[config.mk]
export PLATFORM = sky130hd
export DESIGN_NAME = infix_to_postfix_converter_unit_flat
export DESIGN_NICKNAME = d
export VERILOG_FILES = /design/src/rtl/core/itp_pkg.sv /design/src/rtl/core/itp_if.sv /design/src/rtl/core/itp_ram.sv /design/src/rtl/core/infix_to_postfix_converter_unit.sv /design/src/flat_wrapper.sv
export VERILOG_INCLUDE_DIRS = /design/src /design/src/rtl/core
export SDC_FILE = /design/constraint.sdc
export NUM_CORES = 1
export LEC_CHECK = 0
export ABC_AREA = 1
export BUFFER_PORTS_ARGS = -buffer_cell sky130_fd_sc_hd__buf_2
export CAP_MARGIN = 20
export CORE_UTILIZATION = 60
export DETAILED_ROUTE_END_ITERATION = 10
export PLACE_DENSITY_LB_ADDON = 0.25
export SLEW_MARGIN = 20
export SYNTH_ARGS = -nofsm -noshare
export SYNTH_HDL_FRONTEND = slang
export SYNTH_HIERARCHICAL = 1
export SYNTH_SLANG_ARGS = --single-unit
export TNS_END_PERCENT = 1
[constraint.sdc]
create_clock -name clk -period 7 [get_ports clk]
set_input_delay 0.7 -clock clk [delete_from_list [all_inputs] [get_ports clk]]
set_output_delay 0.7 -clock clk [all_outputs]
set_load 0.02 [all_outputs]
[src/rtl/core/infix_to_postfix_converter_unit_assert.svh]
// ----------------------------------------------------------------------------
// Assertion macros for the infix to postfix converter
// Expects signals clk and rst in the scope of use.
// ----------------------------------------------------------------------------
`ifndef INFIX_TO_POSTFIX_CONVERTER_UNIT_ASSERT_SVH
`define INFIX_TO_POSTFIX_CONVERTER_UNIT_ASSERT_SVH

// Same-cycle implication, checked outside reset.
`define ITP_ASSERT_IMPL(label, ante, cons) \
  label: assert property (@(posedge clk) disable iff (rst) (ante) |-> (cons)) \
    else $error("itp: same-cycle check failed");

// Next-cycle implication, checked outside reset.
`define ITP_ASSERT_NEXT(label, ante, cons) \
  label: assert property (@(posedge clk) disable iff (rst) (ante) |=> (cons)) \
    else $error("itp: next-cycle check failed");

`endif

[src/rtl/core/itp_pkg.sv]
// ----------------------------------------------------------------------------
// itp_pkg
// Operator codes, character constants and decode helpers for the converter.
// ----------------------------------------------------------------------------
package itp_pkg;

  localparam int CHAR_W = 8;
  localparam int CODE_W = 3;

  localparam logic [CHAR_W-1:0] CH_ADD    = 8'h2B;
  localparam logic [CHAR_W-1:0] CH_SUB    = 8'h2D;
  localparam logic [CHAR_W-1:0] CH_MUL    = 8'h2A;
  localparam logic [CHAR_W-1:0] CH_DIV    = 8'h2F;
  localparam logic [CHAR_W-1:0] CH_POW    = 8'h5E;
  localparam logic [CHAR_W-1:0] CH_LPAREN = 8'h28;
  localparam logic [CHAR_W-1:0] CH_RPAREN = 8'h29;

  typedef enum logic [CODE_W-1:0] {
    OP_ADD    = 3'd0,
    OP_SUB    = 3'd1,
    OP_MUL    = 3'd2,
    OP_DIV    = 3'd3,
    OP_POW    = 3'd4,
    OP_LPAREN = 3'd5
  } op_code_t;

  typedef struct packed {
    logic     is_op;
    op_code_t code;
  } op_dec_t;

  function automatic op_dec_t decode_char(input logic [CHAR_W-1:0] c);
    op_dec_t d;
    d.is_op = 1'b1;
    d.code  = OP_ADD;
    case (c)
      CH_ADD:    d.code = OP_ADD;
      CH_SUB:    d.code = OP_SUB;
      CH_MUL:    d.code = OP_MUL;
      CH_DIV:    d.code = OP_DIV;
      CH_POW:    d.code = OP_POW;
      CH_LPAREN: d.code = OP_LPAREN;
      default:   d.is_op = 1'b0;
    endcase
    return d;
  endfunction

  function automatic logic [CHAR_W-1:0] code_char(input op_code_t code);
    logic [CHAR_W-1:0] c;
    case (code)
      OP_ADD:    c = CH_ADD;
      OP_SUB:    c = CH_SUB;
      OP_MUL:    c = CH_MUL;
      OP_DIV:    c = CH_DIV;
      OP_POW:    c = CH_POW;
      OP_LPAREN: c = CH_LPAREN;
      default:   c = CH_ADD;
    endcase
    return c;
  endfunction

  function automatic logic [1:0] code_rank(input op_code_t code);
    logic [1:0] r;
    case (code)
      OP_ADD, OP_SUB: r = 2'd1;
      OP_MUL, OP_DIV: r = 2'd2;
      OP_POW:         r = 2'd3;
      default:        r = 2'd0;
    endcase
    return r;
  endfunction

endpackage

[src/rtl/core/itp_if.sv]
// ----------------------------------------------------------------------------
// itp channel interfaces
// Valid/ready channels for infix characters in and postfix results out.
// ----------------------------------------------------------------------------
interface itp_in_if;
  logic                      valid;
  logic                      ready;
  logic                      kind;
  logic [itp_pkg::CHAR_W-1:0] in_char;

  modport source (output valid, output kind, output in_char, input ready);
  modport sink (input valid, input kind, input in_char, output ready);
endinterface

interface itp_out_if;
  logic                      valid;
  logic                      ready;
  logic [itp_pkg::CHAR_W-1:0] out_char;
  logic                      has_char;
  logic                      last;
  logic                      error;

  modport source (output valid, output out_char, output has_char, output last,
                  output error, input ready);
  modport sink (input valid, input out_char, input has_char, input last,
                input error, output ready);
endinterface

[src/rtl/core/itp_ram.sv]
// ----------------------------------------------------------------------------
// itp_ram
// Generic single-write, single-read RAM with registered read data.
// ----------------------------------------------------------------------------
module itp_ram #(
  parameter int WIDTH = 3,
  parameter int DEPTH = 16
) (
  input  logic                     clk,
  input  logic                     wr_en,
  input  logic [$clog2(DEPTH)-1:0] wr_addr,
  input  logic [WIDTH-1:0]         wr_data,
  input  logic [$clog2(DEPTH)-1:0] rd_addr,
  output logic [WIDTH-1:0]         rd_data
);

  logic [WIDTH-1:0] mem [DEPTH];

  always_ff @(posedge clk) begin
    if (wr_en) begin
      mem[wr_addr] <= wr_data;
    end
    rd_data <= mem[rd_addr];
  end

endmodule

[src/rtl/core/infix_to_postfix_converter_unit.sv]
// ----------------------------------------------------------------------------
// infix_to_postfix_converter_unit
// Shunting-yard converter: infix characters in, postfix characters out,
// operator stack held in a RAM and walked by a small sequencer.
// ----------------------------------------------------------------------------
//  channel   dir  payload                              handshake
//  expr      in   kind, in_char                        valid/ready
//  postfix   out  out_char, has_char, last, error      valid/ready
//
//  Operand, marker and error requests: accept, then result load.
//  Stack walk: each entry examined takes a RAM read of the top, then evaluate,
//  whether it is popped, dropped as the matching '(' or stops an operator's pops.
//  Push follows the walk, if any, as its own step. One request in flight at a time.
//  Reset (rst, synchronous) empties the stack; the RAM is not cleared.
//  A stalled postfix channel holds the sequencer in its emit step.
// ----------------------------------------------------------------------------
`include "infix_to_postfix_converter_unit_assert.svh"

module infix_to_postfix_converter_unit #(
  parameter int STACK_DEPTH = 16
) (
  input logic  clk,
  input logic  rst,
  itp_in_if.sink    expr,
  itp_out_if.source postfix
);

  localparam int CNT_W  = $clog2(STACK_DEPTH + 1);
  localparam int ADDR_W = $clog2(STACK_DEPTH);
  localparam logic [CNT_W-1:0] FULL = CNT_W'(STACK_DEPTH);
  localparam logic [CNT_W-1:0] ONE  = CNT_W'(1);

  typedef enum logic [2:0] {
    S_IDLE,
    S_SINGLE,
    S_READ,
    S_EVAL,
    S_PUSH
  } state_t;

  state_t state;

  logic [CNT_W-1:0] count;
  logic [CNT_W-1:0] lp_count;
  logic [CNT_W-1:0] count_m1;

  // current request
  logic                       cur_end;
  logic                       cur_rparen;
  itp_pkg::op_code_t          cur_code;
  logic [itp_pkg::CHAR_W-1:0] pend_char;
  logic                       pend_has;
  logic                       pend_last;
  logic                       pend_err;

  // output register
  logic                       out_valid;
  logic [itp_pkg::CHAR_W-1:0] out_char;
  logic                       out_has;
  logic                       out_last;
  logic                       out_err;

  logic                        out_free;
  logic                        out_load;
  logic                        last_pop;
  logic                        ovf_load;
  itp_pkg::op_dec_t            in_dec;
  logic [itp_pkg::CODE_W-1:0]  rd_data;
  itp_pkg::op_code_t           top_code;
  logic                        top_lp;
  logic                        do_emit;
  logic                        wr_en;

  assign out_free = !out_valid || postfix.ready;
  assign in_dec   = itp_pkg::decode_char(expr.in_char);
  assign count_m1 = count - ONE;
  assign top_code = itp_pkg::op_code_t'(rd_data);
  assign top_lp   = (top_code == itp_pkg::OP_LPAREN);
  assign wr_en    = (state == S_PUSH) && (count != FULL);

  // pop and emit the top entry in the evaluate step
  assign do_emit = cur_end || (cur_rparen && !top_lp) ||
                   (!cur_end && !cur_rparen && !top_lp &&
                    (itp_pkg::code_rank(top_code) >= itp_pkg::code_rank(cur_code)));

  assign last_pop = (state == S_EVAL) && do_emit && out_free && cur_end && (count == ONE);
  assign ovf_load = (state == S_PUSH) && (count == FULL) && out_free;
  assign out_load = out_free && ((state == S_SINGLE) ||
                                 ((state == S_EVAL) && do_emit) ||
                                 ((state == S_PUSH) && (count == FULL)));

  itp_ram #(
    .WIDTH (itp_pkg::CODE_W),
    .DEPTH (STACK_DEPTH)
  ) u_stack (
    .clk     (clk),
    .wr_en   (wr_en),
    .wr_addr (count[ADDR_W-1:0]),
    .wr_data (cur_code),
    .rd_addr (count_m1[ADDR_W-1:0]),
    .rd_data (rd_data)
  );

  assign expr.ready       = (state == S_IDLE);
  assign postfix.valid    = out_valid;
  assign postfix.out_char = out_char;
  assign postfix.has_char = out_has;
  assign postfix.last     = out_last;
  assign postfix.error    = out_err;

  always_ff @(posedge clk) begin
    if (rst) begin
      state     <= S_IDLE;
      count     <= '0;
      lp_count  <= '0;
      out_valid <= 1'b0;
    end else begin
      if (out_load) begin
        out_valid <= 1'b1;
      end else if (postfix.ready) begin
        out_valid <= 1'b0;
      end
      case (state)
        S_IDLE: begin
          if (expr.valid) begin
            cur_end    <= expr.kind;
            cur_rparen <= (expr.in_char == itp_pkg::CH_RPAREN);
            cur_code   <= in_dec.code;
            pend_char  <= '0;
            pend_has   <= 1'b0;
            pend_last  <= 1'b0;
            pend_err   <= 1'b0;
            if (expr.kind) begin
              if (count == '0) begin
                pend_last <= 1'b1;
                state     <= S_SINGLE;
              end else begin
                state <= S_READ;
              end
            end else if (expr.in_char == itp_pkg::CH_RPAREN) begin
              if (lp_count == '0) begin
                // no opening parenthesis anywhere on the stack
                count    <= '0;
                pend_err <= 1'b1;
                state    <= S_SINGLE;
              end else begin
                state <= S_READ;
              end
            end else if (!in_dec.is_op) begin
              pend_char <= expr.in_char;
              pend_has  <= 1'b1;
              state     <= S_SINGLE;
            end else if (in_dec.code == itp_pkg::OP_LPAREN || count == '0) begin
              state <= S_PUSH;
            end else begin
              state <= S_READ;
            end
          end
        end
        S_SINGLE: begin
          if (out_free) begin
            out_char  <= pend_char;
            out_has   <= pend_has;
            out_last  <= pend_last;
            out_err   <= pend_err;
            state     <= S_IDLE;
          end
        end
        S_READ: begin
          state <= S_EVAL;
        end
        S_EVAL: begin
          if (do_emit) begin
            if (out_free) begin
              out_char  <= itp_pkg::code_char(top_code);
              out_has   <= 1'b1;
              out_last  <= cur_end && (count == ONE);
              out_err   <= 1'b0;
              count     <= count_m1;
              if (top_lp) begin
                lp_count <= lp_count - ONE;
              end
              if (count == ONE) begin
                state <= cur_end ? S_IDLE : S_PUSH;
              end else begin
                state <= S_READ;
              end
            end
          end else if (cur_rparen) begin
            // matching opening parenthesis is dropped
            count    <= count_m1;
            lp_count <= lp_count - ONE;
            state    <= S_IDLE;
          end else begin
            state <= S_PUSH;
          end
        end
        S_PUSH: begin
          if (count == FULL) begin
            if (out_free) begin
              out_char  <= '0;
              out_has   <= 1'b0;
              out_last  <= 1'b0;
              out_err   <= 1'b1;
              count     <= '0;
              lp_count  <= '0;
              state     <= S_IDLE;
            end
          end else begin
            count <= count + ONE;
            if (cur_code == itp_pkg::OP_LPAREN) begin
              lp_count <= lp_count + ONE;
            end
            state <= S_IDLE;
          end
        end
        default: begin
          state <= S_IDLE;
        end
      endcase
    end
  end

  `ITP_ASSERT_IMPL(a_lp_within_count, 1'b1, (lp_count <= count) && (count <= FULL))
  `ITP_ASSERT_IMPL(a_err_no_char, out_valid && out_err, !out_has && !out_last)
  `ITP_ASSERT_NEXT(a_last_empties, last_pop, (count == '0) && (lp_count == '0) && out_last)
  `ITP_ASSERT_NEXT(a_overflow_clears, ovf_load, (count == '0) && (lp_count == '0) && out_err)

endmodule
[src/flat_wrapper.sv]
// flat-port wrapper written by rule: the top's interface ports become plain ports
module infix_to_postfix_converter_unit_flat 
#(
  parameter int STACK_DEPTH = 16
)
  (clk, rst, expr_valid, expr_kind, expr_in_char, expr_ready, postfix_valid, postfix_out_char, postfix_has_char, postfix_last, postfix_error, postfix_ready);
  itp_in_if expr_i ();
  itp_out_if postfix_i ();
  input logic clk;
  input logic rst;
  input wire logic [$bits(expr_i.valid)-1:0] expr_valid;
  input wire logic [$bits(expr_i.kind)-1:0] expr_kind;
  input wire logic [$bits(expr_i.in_char)-1:0] expr_in_char;
  output wire logic [$bits(expr_i.ready)-1:0] expr_ready;
  output wire logic [$bits(postfix_i.valid)-1:0] postfix_valid;
  output wire logic [$bits(postfix_i.out_char)-1:0] postfix_out_char;
  output wire logic [$bits(postfix_i.has_char)-1:0] postfix_has_char;
  output wire logic [$bits(postfix_i.last)-1:0] postfix_last;
  output wire logic [$bits(postfix_i.error)-1:0] postfix_error;
  input wire logic [$bits(postfix_i.ready)-1:0] postfix_ready;
  assign expr_i.valid = expr_valid;
  assign expr_i.kind = expr_kind;
  assign expr_i.in_char = expr_in_char;
  assign expr_ready = expr_i.ready;
  assign postfix_valid = postfix_i.valid;
  assign postfix_out_char = postfix_i.out_char;
  assign postfix_has_char = postfix_i.has_char;
  assign postfix_last = postfix_i.last;
  assign postfix_error = postfix_i.error;
  assign postfix_i.ready = postfix_ready;
  infix_to_postfix_converter_unit #(.STACK_DEPTH(STACK_DEPTH)) u_core (.clk(clk), .rst(rst), .expr(expr_i), .postfix(postfix_i));
endmodule
==> results.md, run 1 <==
* Status: finished, final reports clean
* Pleak at 0.00235 uW
* Worst hold-check path type: flop to flop
* Maxcap violations at 0
* GPL Wtd Cong at 0.907
* PostCTS Resize Cnt at 0
* Final setup skew at 5.95 ps
* Synth Instances at 577
* Slew @ Worst Pin at 876 ps
* # hold bufs at CTS at 0
* Max VDD drop at 0.117 mV
* Crit-path max FO at 28
* DP Cell Count at 690
* # fillers at 627
* # Post-CTS Setup Buffers at 0
* CP arrival at 2700 ps
* Final Hold Viols at 0
* Final wirelength at 10500 um
* Number of diodes at 0
* Layout Area Growth over Synthesis at 7.67%
* Yosys cell types at 38
* Gr ovfl total at 0
* # H-tree levels at 3
* First-pass GRT wire length at 17200 um
* Root buffer cell: clkbuf_8
* Hold_ws at 524 ps
* Crit start category: flop
* Vias at 3876
* Die ar. at 8490 um^2
* Via density at 5.49
* Height of the die at 92.1 um
* Finished Layout Cells at 706
* Synth area leaders: edfxtp_1, nand2_1, dfxtp_1
* Top-area cell type share of the netlist area at 0.462
* Initial antenna violation count at 0
* WL/cell at 14.8 um
* Number of DRC markers in iteration 0 at 300
* Worst setup EP type: flop
* Horiz. Die Dim at 92.1 um
* Pin count of the biggest net entering global routing at 29
* Syn avg cell area at 8.45 um^2
* Crit share post-route at 0.384
* CP required at 7010 ps
* First-pass iteration count of the detailed router at 5
* YS warnings at 6
* Port Buffers at 25
* Mapped Nets at 600
* DRT antenna net count at 0
* Latest clock arrival within the worst-skew pair at 360 ps
* Yosys reg bits at 92
* TritonCTS clock tree: done
* Row cnt at 32
* Highest Clock Rate at 372 MHz
* Area of the mapped netlist at 4880 um^2
* RSZ-0062 raised after global routing: false
* Post-synth top area cell: edfxtp_1
* # IOs at 26
* CTS max path bufs at 2
* CTS Buf Count at 9
* Initial Util at 0.625
* Layout net count at 622
* Clock period minus worst slack at 2690 ps
* Clock Pin Slew Worst Setup and Hold Paths at 90 ps
* R2R depth at 5
* Max Slew Vio Count at 0
* Remaining DRCs at 0
* Detail Placement HPWL at 7560 um
* Number of global-route vias before repair at 3647
* Power Dens Cells at 269 nW/um^2
* Fin Setup TNS at 0 ps
* Layout cells sized above 1 at 0.116
* Sequential area share after synthesis at 0.532
* Clock Sinks at 92
* Slew margin rel. at 0.416
* WHS Path Cells at 2
* Core ar. at 7810 um^2
* # setup viols final at 0
* Overall fraction of global-route tracks in use at 0.262
* Critical path type: flop to flop
[through the flow]
step / total power, uW / area (um^2) / utilization / setup slack [ps]
floorplan: 937 / 4880 / - / 4540
global placement: 1010 / 5020 / 0.643 / 4480
detailed placement: 1020 / 5020 / 0.643 / 4350
CTS: 1410 / 5240 / 0.672 / 4330
global route: 1500 / 5250 / 0.672 / 4070
finish: 1410 / 5250 / 0.672 / 4310
[sequential cells by signal, summed over array words and instances, names as in the netlist]
name	count
u_core/cur_rparen	1
u_core/postfix.valid	1
u_core/cur_code	3
u_core/u_stack/mem	48
u_core/state	3
u_core/u_stack/rd_data	3
u_core/postfix.last	1
u_core/postfix.error	1
u_core/pend_last	1
u_core/pend_char	8
u_core/pend_has	1
u_core/cur_end	1
u_core/lp_count	5
u_core/postfix.has_char	1
u_core/count	5
u_core/pend_err	1
u_core/postfix.out_char	8
[power by group]
group          leakage, uW  switching [uW]  internal (uW)
clock network     0.000108             195            204
logic              0.00142             238            112
registers         0.000824            37.1            627
total              0.00235             470            943
[logic make-up (layout without fill, tap and decap cells)]
kind of cell               Yosys count  count (layout)  synth area share
and+or+nand+nor                    322             322             0.289
buffers and inverters              107             134            0.0949
DFF                                 92              92             0.532
AOI/OAI and AO/OA                   37              37            0.0421
adders and majority gates           10              10            0.0257
xor gates and xnor gates             9               9            0.0162
[layout make-up]
cell class,count,area (um^2),area share
multi-input combinational,378,1830,0.349
timing repair buffer,25,125,0.0238
sequential,92,2590,0.494
clock inverter,7,97.6,0.0186
clock buffer,9,124,0.0236
inverter,93,352,0.0670
tap,102,128,0.0243
[synth_stat cells]
cell type,instances
nand3b_1,2
nor3_1,5
nor2_4,4
buf_4,3
buf_6,6
dfxtp_1,17
o21ai_1,5
inv_2,7
inv_4,1
clkinv_1,1
or2_2,1
nand3_1,63
buf_1,1
xor2_1,7
nand2_2,6
xnor2_1,2
a21oi_1,8
inv_1,84
nor2_1,75
edfxtp_1,75
a32oi_1,1
o21ai_0,18
nand4_2,1
nand3_4,1
o211ai_1,1
buf_2,2
nor4_1,1
o31ai_1,1
ha_1,10
and2_1,1
clkbuf_1,2
o21ai_2,1
nand4_1,1
nand3_2,4
nor2_2,3
nand2_1,154
o2111a_1,1
o22ai_1,1
[layout by cell type, fill, tap and decap left out, drive strengths merged, types with 2 or more instances in the layout]
master and instances:
o21ai 24, edfxtp 75, buf 25, nand2 160, clkbuf 9, dfxtp 17
inv 95, nor3 5, nand3 68, xor2 7, nand3b 2, ha 10
bufinv 2, nor2 82, clkinv 2, xnor2 2, a21oi 8, nand4 2
[layer usage]
metal / vias up / wire (um) / track usage
met4: 0 / 273 / 0.128
met2: 149 / 5030 / 0.421
li1: 1894 / - / -
met3: 24 / 681 / 0.0506
met1: 1809 / 4480 / 0.342
met5: - / 0 / 0
[worst paths after layout]
path                                      start                 endpoint  slack [ps]
worst max-delay path            u_core/count[0]  u_core/postfix.has_char        4310
worst min-delay path            u_core/pend_err     u_core/postfix.error         520
worst max register to register  u_core/count[0]  u_core/postfix.has_char        4310
worst min register to register  u_core/pend_err     u_core/postfix.error         520
[critical path: stages, from the launching register on]
cell      delay, ps
dfxtp_1         400
inv_1           670
ha_1            400
nand3_2         150
nor2_2          170
o2111a_1        530
(Power assumes the default switching activity.)
==> inputs of run 2 (changes only) <==
--- a/config.mk
+++ b/config.mk
@@ -6,10 +6,10 @@
 export SDC_FILE = /design/constraint.sdc
 export NUM_CORES = 1
 export LEC_CHECK = 0
-export ABC_AREA = 1
+export ABC_AREA = 0
 export BUFFER_PORTS_ARGS = -buffer_cell sky130_fd_sc_hd__buf_2
 export CAP_MARGIN = 20
-export CORE_UTILIZATION = 60
+export CORE_UTILIZATION = 55
 export DETAILED_ROUTE_END_ITERATION = 10
 export PLACE_DENSITY_LB_ADDON = 0.25
 export SLEW_MARGIN = 20
==> constraint.sdc (replaced) <==
create_clock -name clk -period 2.17 [get_ports clk]
set_input_delay 0.217 -clock clk [delete_from_list [all_inputs] [get_ports clk]]
set_output_delay 0.217 -clock clk [all_outputs]
set_load 0.02 [all_outputs]
==> results.md, run 2 <==
* Status: finished with violations
* Failing checks: setup timing
* Number of DRC markers in iteration 0 at 252
* GPL Wtd Cong at 0.929
* Layout Area Growth over Synthesis at 19.6%
* WL/cell at 18.7 um
* Height of the die at 93.4 um
* Final wirelength at 10400 um
* Layout cells sized above 1 at 0.305
* Max FFs per register at 48
* Number of diodes at 0
* Mapped Nets at 400
* Worst hold-check path type: input pin to flop
* Pint at 2650 uW
* Most numerous cell in the Yosys netlist: edfxtp_1
* CP required at 2420 ps
* Commonest non-fill, non-tap cell in the layout: edfxtp_1
* First-pass GRT wire length at 16200 um
* Most flops, register: u_core/u_stack/mem
* Top-area cell type share of the netlist area at 0.490
* Detail Placement HPWL at 7400 um
* Share of total power in the clock network at 0.341
* Gr ovfl total at 0
* TritonCTS clock tree: done
* RSZ-0062 raised after global routing: true
* Clock period minus worst slack at 2420 ps
* Syn avg cell area at 12.2 um^2
* Pin count of the biggest net entering global routing at 19
* Final setup margin at -246 ps
* Number of flops mapped to enable cells by yosys at 75
* Sequential area share after synthesis at 0.564
* Commonest register cell after synthesis: edfxtp_1
* Row cnt at 32
* DRT antenna net count at 0
* Crit share post-route at 1.11
* Latest clock arrival within the worst-skew pair at 360 ps
* Post-synth top area cell: edfxtp_1
* Final setup skew at 9.55 ps
* Port Buffers at 25
* Crit-path max FO at 8
* Critical path type: flop to flop
* Power Dens Cells at 639 nW/um^2
* Remaining DRCs at 0
* CP arrival at 2660 ps
* Overall fraction of global-route tracks in use at 0.250
* Post-place instance area at 5160 um^2
* YS warnings at 6
* Synth Instances at 377
* First-pass iteration count of the detailed router at 5
* # hold bufs at CTS at 0
* Max VDD drop at 0.431 mV
* CTS max path bufs at 2
* Clock Sinks at 92
* Final Hold Viols at 0
* Yosys cell types at 69
* Crit start category: flop
* Initial antenna violation count at 0
* Synth area leaders: edfxtp_1, dfxtp_1, mux4_1
* Layout net count at 470
* Largest regs: u_core/u_stack/mem: 48 flops, u_core/pend_char: 8 flops, u_core/postfix.out_char: 8 flops
* Max Slew Vio Count at 0
* Final Cell Area at 5500 um^2
* Clock Pin Slew Worst Setup and Hold Paths at 100 ps
* # IOs at 26
* Core ar. at 7890 um^2
* Worst setup EP type: flop
* Initial Util at 0.582
* Root buffer cell: clkbuf_8
* Comb power frac at 0.101
* Slew @ Worst Pin at 593 ps
* Commonest cells post-synth: edfxtp_1, nor2_1, nand2_1, a21oi_1, nor3_1
* # setup viols final at 24
* Via density at 6.14
* Area of the mapped netlist at 4590 um^2
* Sw Ratio at 0.246
* # H-tree levels at 3
* Fin Setup TNS at -4400 ps
* Pleak at 0.00199 uW
* Yosys reg bits at 92
* Vias at 3404
* Asr flop ratio synth at 0
* Number of global-route vias before repair at 3333
* Slew margin rel. at 0.604
* Die ar. at 8720 um^2
* Psw at 863 uW
* Highest Clock Rate at 414 MHz
* Most frequent cells in the layout: edfxtp_1, buf_4, nor2_1, buf_2, nand2_1
* # fillers at 558
* Sequential power share at 0.558
* Maxcap violations at 0
* CTS Buf Count at 9
* Horiz. Die Dim at 93.4 um
## run 2: cell count changes in the layout (fill, tap and decap cells not counted), sizes merged, moves of 12 or more
cell	delta
nand2	-134
inv	-78
nand3	-56
buf	+52
nor2	-48
a21oi	+15
nor3	+13
mux4	+12
## run 2: kinds of logic (layout without fill, tap and decap cells)
logic type / count (synthesis) / count (layout) / synth area share
AOI/OAI and AO/OA: 83 / 83 / 0.128
xor gates and xnor gates: 3 / 3 / 0.00572
adders and majority gates: 10 / 10 / 0.0272
buffers and inverters: 31 / 106 / 0.0327
DFF: 92 / 92 / 0.564
muxes: 13 / 13 / 0.0675
and+or+nand+nor: 145 / 145 / 0.175
## run 2: power groups by stage
stage / logic, uW / registers [uW] / clock network (uW)
after floorplan: 203 / 2010 / 0
after global placement: 316 / 2000 / 0
after detailed placement: 329 / 2000 / 0
after CTS: 346 / 1960 / 1210
after global routing: 382 / 1960 / 1280
final: 355 / 1960 / 1200
## run 2: final timing paths
check / cells past startpoint / to / startpoint / slack [ps]
setup / recovery: 12 / u_core/lp_count[0] / u_core/u_stack/rd_data[1] / -250
hold / removal: 1 / u_core/cur_end / expr_kind / 110
setup reg to reg: 12 / u_core/lp_count[0] / u_core/u_stack/rd_data[1] / -250
hold reg to reg: 1 / u_core/lp_count[4] / u_core/lp_count[4] / 490
## run 2: per-layer routing
metal  part of all wire  wire length, um  track usage  vias up
li1                   -                -            -     1606
met1               0.41             4240        0.302     1661
met2               0.52             5430        0.450      118
met3              0.047              486       0.0447       19
met4              0.019              199       0.0872        0
met5                  0                0            0        -
## run 2: critical path, stage by stage, from the launching register on
cell	delay, ps
dfxtp_4	390
inv_4	50
nand2_4	50
nor2_2	40
buf_4	130
or2_4	230
ha_4	230
a2111oi_4	410
or3_1	160
and4_1	220
buf_6	150
mux2i_1	180
nor2_1	60
## run 2: metrics by stage
stage               utilization  total power [uW]  hold slack (ps)  instances  setup slack (ps)
floorplan                     -              2210              296        377              -153
global placement          0.654              2310              464        533              -201
detailed placement        0.654              2330              477        533              -374
CTS                       0.692              3520              100        553              -225
global route              0.697              3630             96.9        554              -345
finish                    0.697              3510              111        554              -246
## run 2: what timing repair did
action | in CTS | in global routing
setup endpoints to repair | 25 | 27
buffers inserted | 4 | 1
resized for setup | 15 | 8
pin swaps | 16 | 5
## run 2: area by class of cell
| cell class | instances | area [um^2] | area share |
|---|---|---|---|
| Inverter | 13 | 56.3 | 0.0102 |
| Clock inverter | 7 | 88.8 | 0.0162 |
| Timing Repair Buffer | 77 | 536 | 0.0974 |
| Sequential cell | 92 | 2610 | 0.474 |
| Clock buffer | 9 | 124 | 0.0225 |
| Multi-Input combinational cell | 254 | 1960 | 0.356 |
| Tap cell | 102 | 128 | 0.0232 |
